File: config.mk
export PLATFORM = sky130hd
export DESIGN_NAME = shra_ctrl
export DESIGN_NICKNAME = d
export VERILOG_FILES = /design/src/sv/shra_pkg.sv /design/src/sv/shra_ctrl.sv
export SDC_FILE = /design/constraint.sdc
export NUM_CORES = 1
export LEC_CHECK = 0
export BUFFER_PORTS_ARGS = -buffer_cell sky130_fd_sc_hd__buf_2
export CORE_MARGIN = 2
export CORE_UTILIZATION = 30
export CTS_CLUSTER_SIZE = 8
export DETAILED_ROUTE_END_ITERATION = 7
export GPL_ROUTABILITY_DRIVEN = 1
export SYNTH_ARGS = -nofsm -noshare
export SYNTH_HDL_FRONTEND = slang
export SYNTH_SLANG_ARGS = --single-unit
File: constraint.sdc
create_clock -name clk -period 4.02 [get_ports clk]
set_input_delay 0.603 -clock clk [delete_from_list [all_inputs] [get_ports clk]]
set_output_delay 0.603 -clock clk [all_outputs]
set_load 0.02 [all_outputs]
File: src/sv/shra_pkg.sv
package shra_pkg;

  localparam int CMD_W    = 3;
  localparam int SAMPLE_W = 16;
  localparam int AMOUNT_W = 32;
  localparam int POS_W    = 18;
  localparam int BIN_W    = 19;
  localparam int CFG_W    = 11;
  localparam int OUT_W    = 24;
  localparam int CNT_W    = 11;
  localparam int FRAME_W  = 2 * SAMPLE_W;

  typedef enum logic [CMD_W-1:0] {
    CMD_BEGIN = 3'd0,
    CMD_WRITE = 3'd1,
    CMD_READ  = 3'd2,
    CMD_AVG   = 3'd3,
    CMD_CLEAR = 3'd4
  } cmd_e_t;

  typedef struct packed {
    logic [CMD_W-1:0]           command;
    logic signed [SAMPLE_W-1:0] left_in;
    logic signed [SAMPLE_W-1:0] right_in;
    logic [AMOUNT_W-1:0]        block_amount;
    logic [POS_W-1:0]           position;
    logic [BIN_W-1:0]           bin_width;
  } item_t;

  typedef struct packed {
    logic signed [OUT_W-1:0] left_out;
    logic signed [OUT_W-1:0] right_out;
    logic [CNT_W-1:0]        frames_used;
  } result_t;

  // controller -> datapath
  typedef struct packed {
    logic clr_start;
    logic clr_step;
    logic do_begin;
    logic do_write;
    logic item_start;
    logic item_avg;
    logic mod_step;
    logic sum_start;
    logic sum_step;
    logic div_start;
    logic div_step;
    logic load_out;
  } ctl_t;

  // datapath -> controller
  typedef struct packed {
    logic clr_last;
    logic mod_done;
    logic sum_done;
    logic div_done;
  } stat_t;

endpackage

File: src/sv/shra_ctrl.sv
module shra_ctrl (
  input  logic                       clk,
  input  logic                       rst,
  input  logic                       item_valid,
  output logic                       item_stall,
  input  logic [shra_pkg::CMD_W-1:0] command,
  input  logic                       buffer_frames_we,
  output logic                       result_valid,
  input  logic                       result_stall,
  output shra_pkg::ctl_t             ctl,
  input  shra_pkg::stat_t            stat
);
  import shra_pkg::*;

  typedef enum logic [5:0] {
    ST_CLEAR = 6'b000001,
    ST_IDLE  = 6'b000010,
    ST_MOD   = 6'b000100,
    ST_SUM   = 6'b001000,
    ST_DIV   = 6'b010000,
    ST_DONE  = 6'b100000
  } state_t;

  state_t state;
  state_t state_next;
  logic   avg;
  logic   accept;

  assign item_stall = (state != ST_IDLE);
  assign accept     = item_valid && !item_stall;

  always_comb begin
    ctl          = '0;
    ctl.item_avg = avg;
    state_next   = state;
    unique case (state)
      ST_CLEAR: begin
        ctl.clr_step = 1'b1;
        if (stat.clr_last) begin
          state_next = ST_IDLE;
        end
      end
      ST_IDLE: begin
        if (accept) begin
          unique case (cmd_e_t'(command))
            CMD_BEGIN: ctl.do_begin = 1'b1;
            CMD_WRITE: ctl.do_write = 1'b1;
            CMD_READ: begin
              ctl.item_start = 1'b1;
              ctl.item_avg   = 1'b0;
              state_next     = ST_MOD;
            end
            CMD_AVG: begin
              ctl.item_start = 1'b1;
              ctl.item_avg   = 1'b1;
              state_next     = ST_MOD;
            end
            CMD_CLEAR: begin
              ctl.clr_start = 1'b1;
              state_next    = ST_CLEAR;
            end
            default: ;
          endcase
        end
      end
      ST_MOD: begin
        if (stat.mod_done) begin
          ctl.sum_start = 1'b1;
          state_next    = ST_SUM;
        end else begin
          ctl.mod_step = 1'b1;
        end
      end
      ST_SUM: begin
        if (stat.sum_done) begin
          if (avg) begin
            ctl.div_start = 1'b1;
            state_next    = ST_DIV;
          end else begin
            state_next = ST_DONE;
          end
        end else begin
          ctl.sum_step = 1'b1;
        end
      end
      ST_DIV: begin
        if (stat.div_done) begin
          state_next = ST_DONE;
        end else begin
          ctl.div_step = 1'b1;
        end
      end
      ST_DONE: begin
        // hold until the output register is free
        if (!result_valid || !result_stall) begin
          ctl.load_out = 1'b1;
          state_next   = ST_IDLE;
        end
      end
      default: state_next = ST_CLEAR;
    endcase

    // a size write restarts the clearing pass
    if (buffer_frames_we) begin
      ctl           = '0;
      ctl.item_avg  = avg;
      ctl.clr_start = 1'b1;
      state_next    = ST_CLEAR;
    end
  end

  always_ff @(posedge clk) begin
    if (rst) begin
      state        <= ST_CLEAR;
      avg          <= 1'b0;
      result_valid <= 1'b0;
    end else begin
      state <= state_next;
      if (ctl.item_start) begin
        avg <= ctl.item_avg;
      end
      if (ctl.load_out) begin
        result_valid <= 1'b1;
      end else if (!result_stall) begin
        result_valid <= 1'b0;
      end
    end
  end

endmodule
Word level (Yosys, flattened, before mapping)
Index checks and enable logic that the tools add are counted.
{ "totals": {"register_bits": 8, "input_bits": 12, "out_inout_bits": 14, "wordCells": 63} }
{ "classes": {"muxes": 32, "reduce_logical": 9, "eq_ne": 19} }
{ "ops": {"columns": ["cell", "n"], "rows": [
  ["6-bit two-way mux", 7],
  ["6-bit case mux with 6 select lines", 1],
  ["1-bit two-way mux", 17],
  ["12-bit two-way mux", 1],
  ["2-bit inequality test, second input constant", 6],
  ["6-bit case mux with 2 select lines", 1],
  ["4-bit two-way mux", 2],
  ["7-bit AND reduction", 1],
  ["3-bit by 2-bit == test with 1-bit output, second input constant", 2],
  ["6-bit by 1-bit == test with 1-bit output, second input constant", 1],
  ["6-bit by 2-bit == test with 1-bit output, second input constant", 1],
  ["6-bit by 3-bit == test with 1-bit output, second input constant", 1],
  ["6-bit by 4-bit == test with 1-bit output, second input constant", 1],
  ["6-bit by 5-bit == test with 1-bit output, second input constant", 1],
  ["6-bit == test, second input constant", 1],
  ["6-bit by 2-bit inequality test with 1-bit output, second input constant", 1],
  ["2-bit two-way mux", 2],
  ["2-bit case mux with 2 select lines", 1],
  ["2-bit OR reduction", 2],
  ["3-bit by 1-bit == test with 1-bit output, second input constant", 1],
  ["3-bit == test, second input constant", 1],
  ["1-bit logical NOT", 3],
  ["3-bit logical NOT", 1],
  ["3-bit by 2-bit inequality test with 1-bit output, second input constant", 1],
  ["3 further kinds", 3]
]} }

Longest topological paths before layout
Gate-level depths: netlist of the first run.
{ "logic_depth": {"word_depth": 7, "ltp_mapped": 7, "ltp_nobuf": 5} }

Worst setup path before layout of the first run
Ideal clock, no wire load.
{ "synth_timing": {"path_kind": "reg-to-output", "from": "reg state[0]", "to": "out ctl[4] in the netlist's numbering", "arrival_time_ns": 1.783, "setup_slack_ns": 1.634, "path_stages_with_launch": 4, "cell_sequence": "dfxtp_1 or4b_1 or3_1 nor3b_1"} }
{ "synth_rtl": {"columns": ["item", "line", "source"], "rows": [
  ["start: declaration", "shra_ctrl.sv:24", "state_t state;"],
  ["start signal: assignment", "shra_ctrl.sv:118", "state <= state_next;"],
  ["end: declaration", "shra_ctrl.sv:10", "output shra_pkg::ctl_t ctl,"]
]} }

==> flow_metrics.py, run 1 <==
metrics = {
    "synth": {
        "syn_inst": 84,
        "ys_ff_latch": 8,
        "netlist_top_cells_area": "dfxtp_1 (26%), nor3_1 (6.6%), nor2_1 (5.5%), nand2_1 (4.3%), a21oi_1 (4.1%)",
        "synth_top_area_cell": "dfxtp_1",
        "synth_top_area_share_pct": 26.3,
        "netlist_area_um2": 609,
        "synth_warnings": 0,
        "ys_seq_area_share_pct": 26.3,
        "avgSynthCellArea_um2": 7.25,
        "ys_types": 36,
        "syn_nets": 96,
    },
    "routing": {
        "dr.pass1.iters": 4,
        "drc": 0,
        "drt_wl_total_um": 1660,
        "routedWlPerCell_um": 12.5,
        "ant_nets": 0,
        "num_vias": 716,
        "via_per_inst": 5.38,
        "drt_iter0_drc": 22,
    },
    "clock_network": {
        "cts_tree": "built",
        "cts.sinks": 8,
        "clockRootBuffer": "clkbuf_4",
        "ctsHtreeMaxLevel": 1,
        "post-cts-setup-buffers": 0,
        "numCtsBuffers": 3,
        "clk_pin_slew_ns": 0.06,
        "clockBufferDepth": 2,
        "holdBufCountCts": 0,
        "clk_latency_ns": 0.26,
        "cts_resized": 0,
    },
    "sta": {
        "fmax_mhz": 375,
        "final.min_clock_period_ns": 2.67,
        "skew_ns": 0.00188,
        "finalCritPeriodShare_pct": 66.3,
        "setup_viol": 0,
        "rsz0062_at_grt": "false",
        "finalSetupTns_ns": 0,
        "tightest_slew_ns": 0.568,
        "final_max_slew_viol_count": 0,
        "hold_viol": 0,
        "setup_ws_ns": 1.35,
        "slew_headroom_pct": 61.9,
    },
    "layout": {
        "nNetsFinal": 120,
        "drive_gt1_share_pct": 30.2,
        "antenna_cells": 0,
        "syn_to_final_growth_pct": 25.3,
        "final_cell_area_um2": 763,
    },
    "placed_design": {
        "place_worst_setup_slack_ns": 1.64,
        "port-buffer-count": 25,
        "place_area_um2": 741,
        "dp.final_hpwl_um": 1320,
        "place.gp.congestion": 0.878,
    },
    "floorplanning": {
        "die_h_um": 49.1,
        "initial_core_util_pct": 31.4,
        "die_x_um": 49.1,
        "core_area_um2": 1940,
        "pin_count": 26,
        "die_area_um2": 2410,
        "rows": 16,
    },
    "global_routing": {
        "antenna_found_initial": 0,
        "grt_pass1_vias": 626,
        "grt_use_total_pct": 14.3,
        "busiest_layer": "met2",
        "grt_use_met2_pct": 23.2,
        "grt-ovfl-total": 0,
        "use_met3_pct": 5.21,
        "grt_pass1_wl_um": 2680,
        "grt_max_degree": 12,
        "grt_util_met1_pct": 17.4,
    },
    "power_and_ir_drop": {
        "p_total_w": 0.000180,
        "p_per_area_nw_per_um2": 235,
        "p_leak_nw": 0.327,
        "ir_drop_mv": 0.148,
    },
    "run": {
        "cap_viol_max_count": 0,
    },
    "setup_path": {
        "end_kind": "output port",
        "arrival_ns": 2.06,
        "startpoint_type": "flip-flop",
        "cp_max_fo": 7,
        "required_ns": 3.42,
        "path_class": "reg -> out",
    },
    "status": {
        "outcome": "completed",
    },
    "min_path": {
        "hold_class": "reg -> reg",
    },
}
[state kept, by name, summed over array words and instances (netlist names)]
name          count
state             6
avg               1
result_valid      1
[power by group]
| group | internal, W | leakage (nW) | total, W | switching, W |
|---|---|---|---|---|
| Clock | 0.0000344 | 0.0138 | 0.0000647 | 0.0000303 |
| Combinational | 0.0000128 | 0.248 | 0.0000323 | 0.0000195 |
| Sequential | 0.0000807 | 0.0648 | 0.0000827 | 0.00000202 |
[final cells by class]
| cell class | instances | area [um^2] |
|---|---|---|
| multi-input cells | 68 | 414 |
| fillers | 220 | 1180 |
| clock buffers | 3 | 22.5 |
| inverters | 2 | 7.51 |
| well taps | 27 | 33.8 |
| repair buffers | 25 | 125 |
| flip-flops and latches | 8 | 160 |
[kinds of logic after synthesis]
family	Yosys count	synth area share (%)
mux	1	1.85
flops	8	26.3
simple gates	48	45.4
fa+ha+maj	1	1.64
compound gates	17	17.7
buf+inv	8	5.75
xor+xnor	1	1.44
[stage by stage]
stage / cells / util, % / hold WS (ns)
2_1_floorplan: 84 / - / 0.473
3_3_place_gp: 130 / 38.1 / 0.515
3_5_place_dp: 130 / 38.1 / 0.508
4_1_cts: 133 / 39.3 / 0.516
5_1_grt: 133 / 39.3 / 0.547
6_report: 133 / 39.3 / 0.520
[cells in the mapped netlist (all sizes together)]
cell,n
nand2,7
nor3,8
or4b,3
nand2b,1
maj3,1
nand3,2
nor2,9
buf,5
or2,2
nor3b,3
dfxtp,8
o211a,1
o31ai,1
nor4,3
inv,2
nor4b,1
and2,1
a21oi,5
clkbuf,1
and4,1
mux2,1
and4b,1
or4,1
a211oi,1
xor2,1
o21ai,5
a32o,1
nand4,2
nor2b,2
o22ai,1
o41ai,1
or3,1
a21o,1
[critical path, stage by stage (launching register included)]
cell	delay (ns)
dfxtp_1	0.35
or4_1	0.65
or4b_4	0.54
nor2_1	0.10
buf_2	0.16
[cell usage in the layout (no fill, tap or decap), drive strengths merged, types with 2 or more instances in the layout]
| master | count |
|---|---|
| nand2 | 7 |
| o21ai | 5 |
| or2 | 2 |
| inv | 2 |
| a21oi | 5 |
| nand4 | 2 |
| or4b | 3 |
| nand3 | 2 |
| nor4 | 3 |
| nor2b | 2 |
| buf | 25 |
| clkbuf | 3 |
| dfxtp | 8 |
| nor2 | 9 |
| nor3b | 3 |
| nor3 | 8 |
[path summary, 6_finish.rpt]
check / start / slack (ns) / end / depth (start not counted)
max: state[0] / 1.35 / ctl[1] / 4
min reg2reg: avg / 0.52 / state[4] / 2
max reg2reg: state[4] / 2.15 / state[2] / 5
min: avg / 0.52 / state[4] / 2
[layer usage]
layer / wire, um / share of wire (%)
met1: 775 / 47
met2: 735 / 44
met3: 126 / 7.6
met4: 21 / 1.3
met5: 0 / 0
Power figures use the tool's default switching activity.
==> run 2: changes to the inputs <==
==> constraint.sdc (replaced) <==
create_clock -name clk -period 2.4 [get_ports clk]
set_input_delay 0.36 -clock clk [delete_from_list [all_inputs] [get_ports clk]]
set_output_delay 0.36 -clock clk [all_outputs]
set_load 0.02 [all_outputs]
==> run 2 against run 1 <==
  * Clock skew up 0.00074 ns
  * Clock-buffer cell count is the same
  * Worst setup slack worse by 1.3 ns
  * Critical path type unchanged
  * Sequential share of layout area shrank 0.34 points
==> flow_metrics.py, run 2 (synthesis results as in run 1) <==
metrics = {
    "status": {
        "outcome": "completed",
    },
    "power_and_ir_drop": {
        "p_leak_nw": 0.333,
        "switching_power_w": 0.0000867,
        "clock_power_share_pct": 35.7,
        "p_per_area_nw_per_um2": 386,
        "comb_power_share_pct": 18.2,
        "netSwitchingFraction_pct": 28.7,
        "p_total_w": 0.000302,
        "cellInternalPower_w": 0.000215,
        "ir_drop_mv": 0.249,
        "seqPwrFrac_pct": 46.1,
    },
    "floorplanning": {
        "die_area_um2": 2410,
        "die_x_um": 49.1,
        "rows": 16,
        "pin_count": 26,
        "die_h_um": 49.1,
        "initial_core_util_pct": 31.4,
        "core_area_um2": 1940,
    },
    "setup_path": {
        "reg2reg_slack_ns": 0.52,
        "cp_max_fo": 6,
        "r2r_start": "state[4]",
        "reg2reg_to": "state[2]",
        "r2r_cells": 5,
        "required_ns": 2.04,
        "startpoint_type": "flip-flop",
        "path_class": "reg -> out",
        "end_kind": "output port",
        "arrival_ns": 1.96,
    },
    "clock_network": {
        "cts.sinks": 8,
        "clk_pin_slew_ns": 0.06,
        "post-cts-setup-buffers": 0,
        "clockBufferDepth": 2,
        "cts_tree": "built",
        "numCtsBuffers": 3,
        "holdBufCountCts": 0,
        "ctsHtreeMaxLevel": 1,
        "clk_latency_ns": 0.26,
        "clockRootBuffer": "clkbuf_4",
    },
    "placed_design": {
        "port-buffer-count": 25,
        "place_inst": 130,
        "dp.final_hpwl_um": 1320,
        "place_area_um2": 741,
        "place.gp.congestion": 0.878,
    },
    "layout": {
        "regArea_um2": 161,
        "layout_common_cells": "buf_2 (24), nor2_1 (8), nor3_1 (8), nand2_1 (7), dfxtp_1 (7)",
        "multi_input_area_um2": 429,
        "largest_reg_flops": 6,
        "nNetsFinal": 120,
        "syn_to_final_growth_pct": 28.3,
        "layout.cells.non_filler": 133,
        "layout_commonest_cell": "buf_2",
        "top_regs": "state (6), avg (1), result_valid (1)",
        "final_cell_area_um2": 782,
        "drive_gt1_share_pct": 34.9,
        "top_register": "state",
        "fillerInstances": 216,
        "antenna_cells": 0,
    },
    "routing": {
        "dr.pass1.iters": 5,
        "wl_met2_um": 727,
        "top_layer_used": "met4",
        "routedWlPerCell_um": 12.6,
        "drt_wl_total_um": 1670,
        "drt_iter0_drc": 20,
        "via_per_inst": 5.33,
        "wl_met3_um": 129,
        "ant_nets": 0,
        "num_vias": 709,
        "drc": 0,
        "wl_met1_um": 799,
    },
    "sta": {
        "tightest_slew_ns": 0.567,
        "finalCritPeriodShare_pct": 96.8,
        "setup_viol": 0,
        "fmax_mhz": 431,
        "holdWs_ns": 0.322,
        "finalSetupTns_ns": 0,
        "final_max_slew_viol_count": 0,
        "final.min_clock_period_ns": 2.32,
        "hold_viol": 0,
        "slew_headroom_pct": 61.9,
        "skew_ns": 0.00262,
    },
    "global_routing": {
        "grt_pass1_vias": 626,
        "grt_pass1_wl_um": 2680,
        "grt_use_total_pct": 14.3,
        "antenna_found_initial": 0,
        "grt_max_degree": 12,
        "grt-ovfl-total": 0,
    },
    "min_path": {
        "min_path_cells": 2,
        "hold_end": "avg",
        "hold_start": "rst",
        "hold_class": "in -> reg",
    },
    "run": {
        "cap_viol_max_count": 0,
    },
}
[run 2: cell types whose count changed in the layout (fill, tap and decap cells not counted)]
cell,previous run,this run
buf_2,25,24
buf_4,0,1
dfxtp_1,8,7
dfxtp_2,0,1
nor2_1,9,8
nor2_2,0,1
nor3b_1,3,2
nor3b_2,0,1
or4_1,1,0
or4_4,0,1
or4b_1,2,1
or4b_4,1,2
[run 2: how the worst max path moves through the flow]
stage / startpoint / end / slack (ns) / cells past startpoint
finish: state[2] / ctl[1] / 0.08 / 4
global route: state[2] / ctl[1] / -0.002 / 4
CTS: state[0] / ctl[1] / 0.06 / 4
detailed placement: state[0] / ctl[1] / 0.26 / 4
global placement: state[0] / ctl[1] / 0.30 / 4
floorplan: state[0] / ctl[4] / 0.26 / 3
[run 2: cell type report]
class / instances / share of cell area [%]
multi-input cells: 68 / 54.9
well taps: 27 / 4.32
inverters: 2 / 0.960
repair buffers: 25 / 16.3
clock buffers: 3 / 2.88
flip-flops and latches: 8 / 20.6
[run 2: worst max-delay path, stage by stage (launching register included)]
cell	delay [ns]
dfxtp_1	0.35
or4_4	0.59
or4b_4	0.52
nor2_1	0.10
buf_4	0.14
[run 2: routing by layer]
metal	GRT usage, %	vias to the layer above
li1	-	356
met1	17.4	319
met2	23.2	32
met3	5.21	2
met4	4.29	0
met5	0	-
[run 2: power by group through the flow]
stage          clock (W)  sequential, W  combinational [W]
6_report        0.000108       0.000139          0.0000551
3_3_place_gp           0       0.000141          0.0000529
3_5_place_dp           0       0.000141          0.0000535
5_1_grt         0.000120       0.000140          0.0000597
2_1_floorplan          0       0.000141          0.0000327
4_1_cts         0.000110       0.000139          0.0000547
[run 2: what timing repair did]
item                                    in CTS  in global routing
pin swaps                                    0                  1
endpoints found under the setup margin       1                  3
gates resized for setup                      1                  5
[run 2: stage by stage]
step / setup WS (ns) / utilization, %
2_1_floorplan: 0.257 / -
3_3_place_gp: 0.300 / 38.1
3_5_place_dp: 0.264 / 38.1
4_1_cts: 0.0574 / 39.5
5_1_grt: -0.00155 / 40.3
6_report: 0.0774 / 40.3
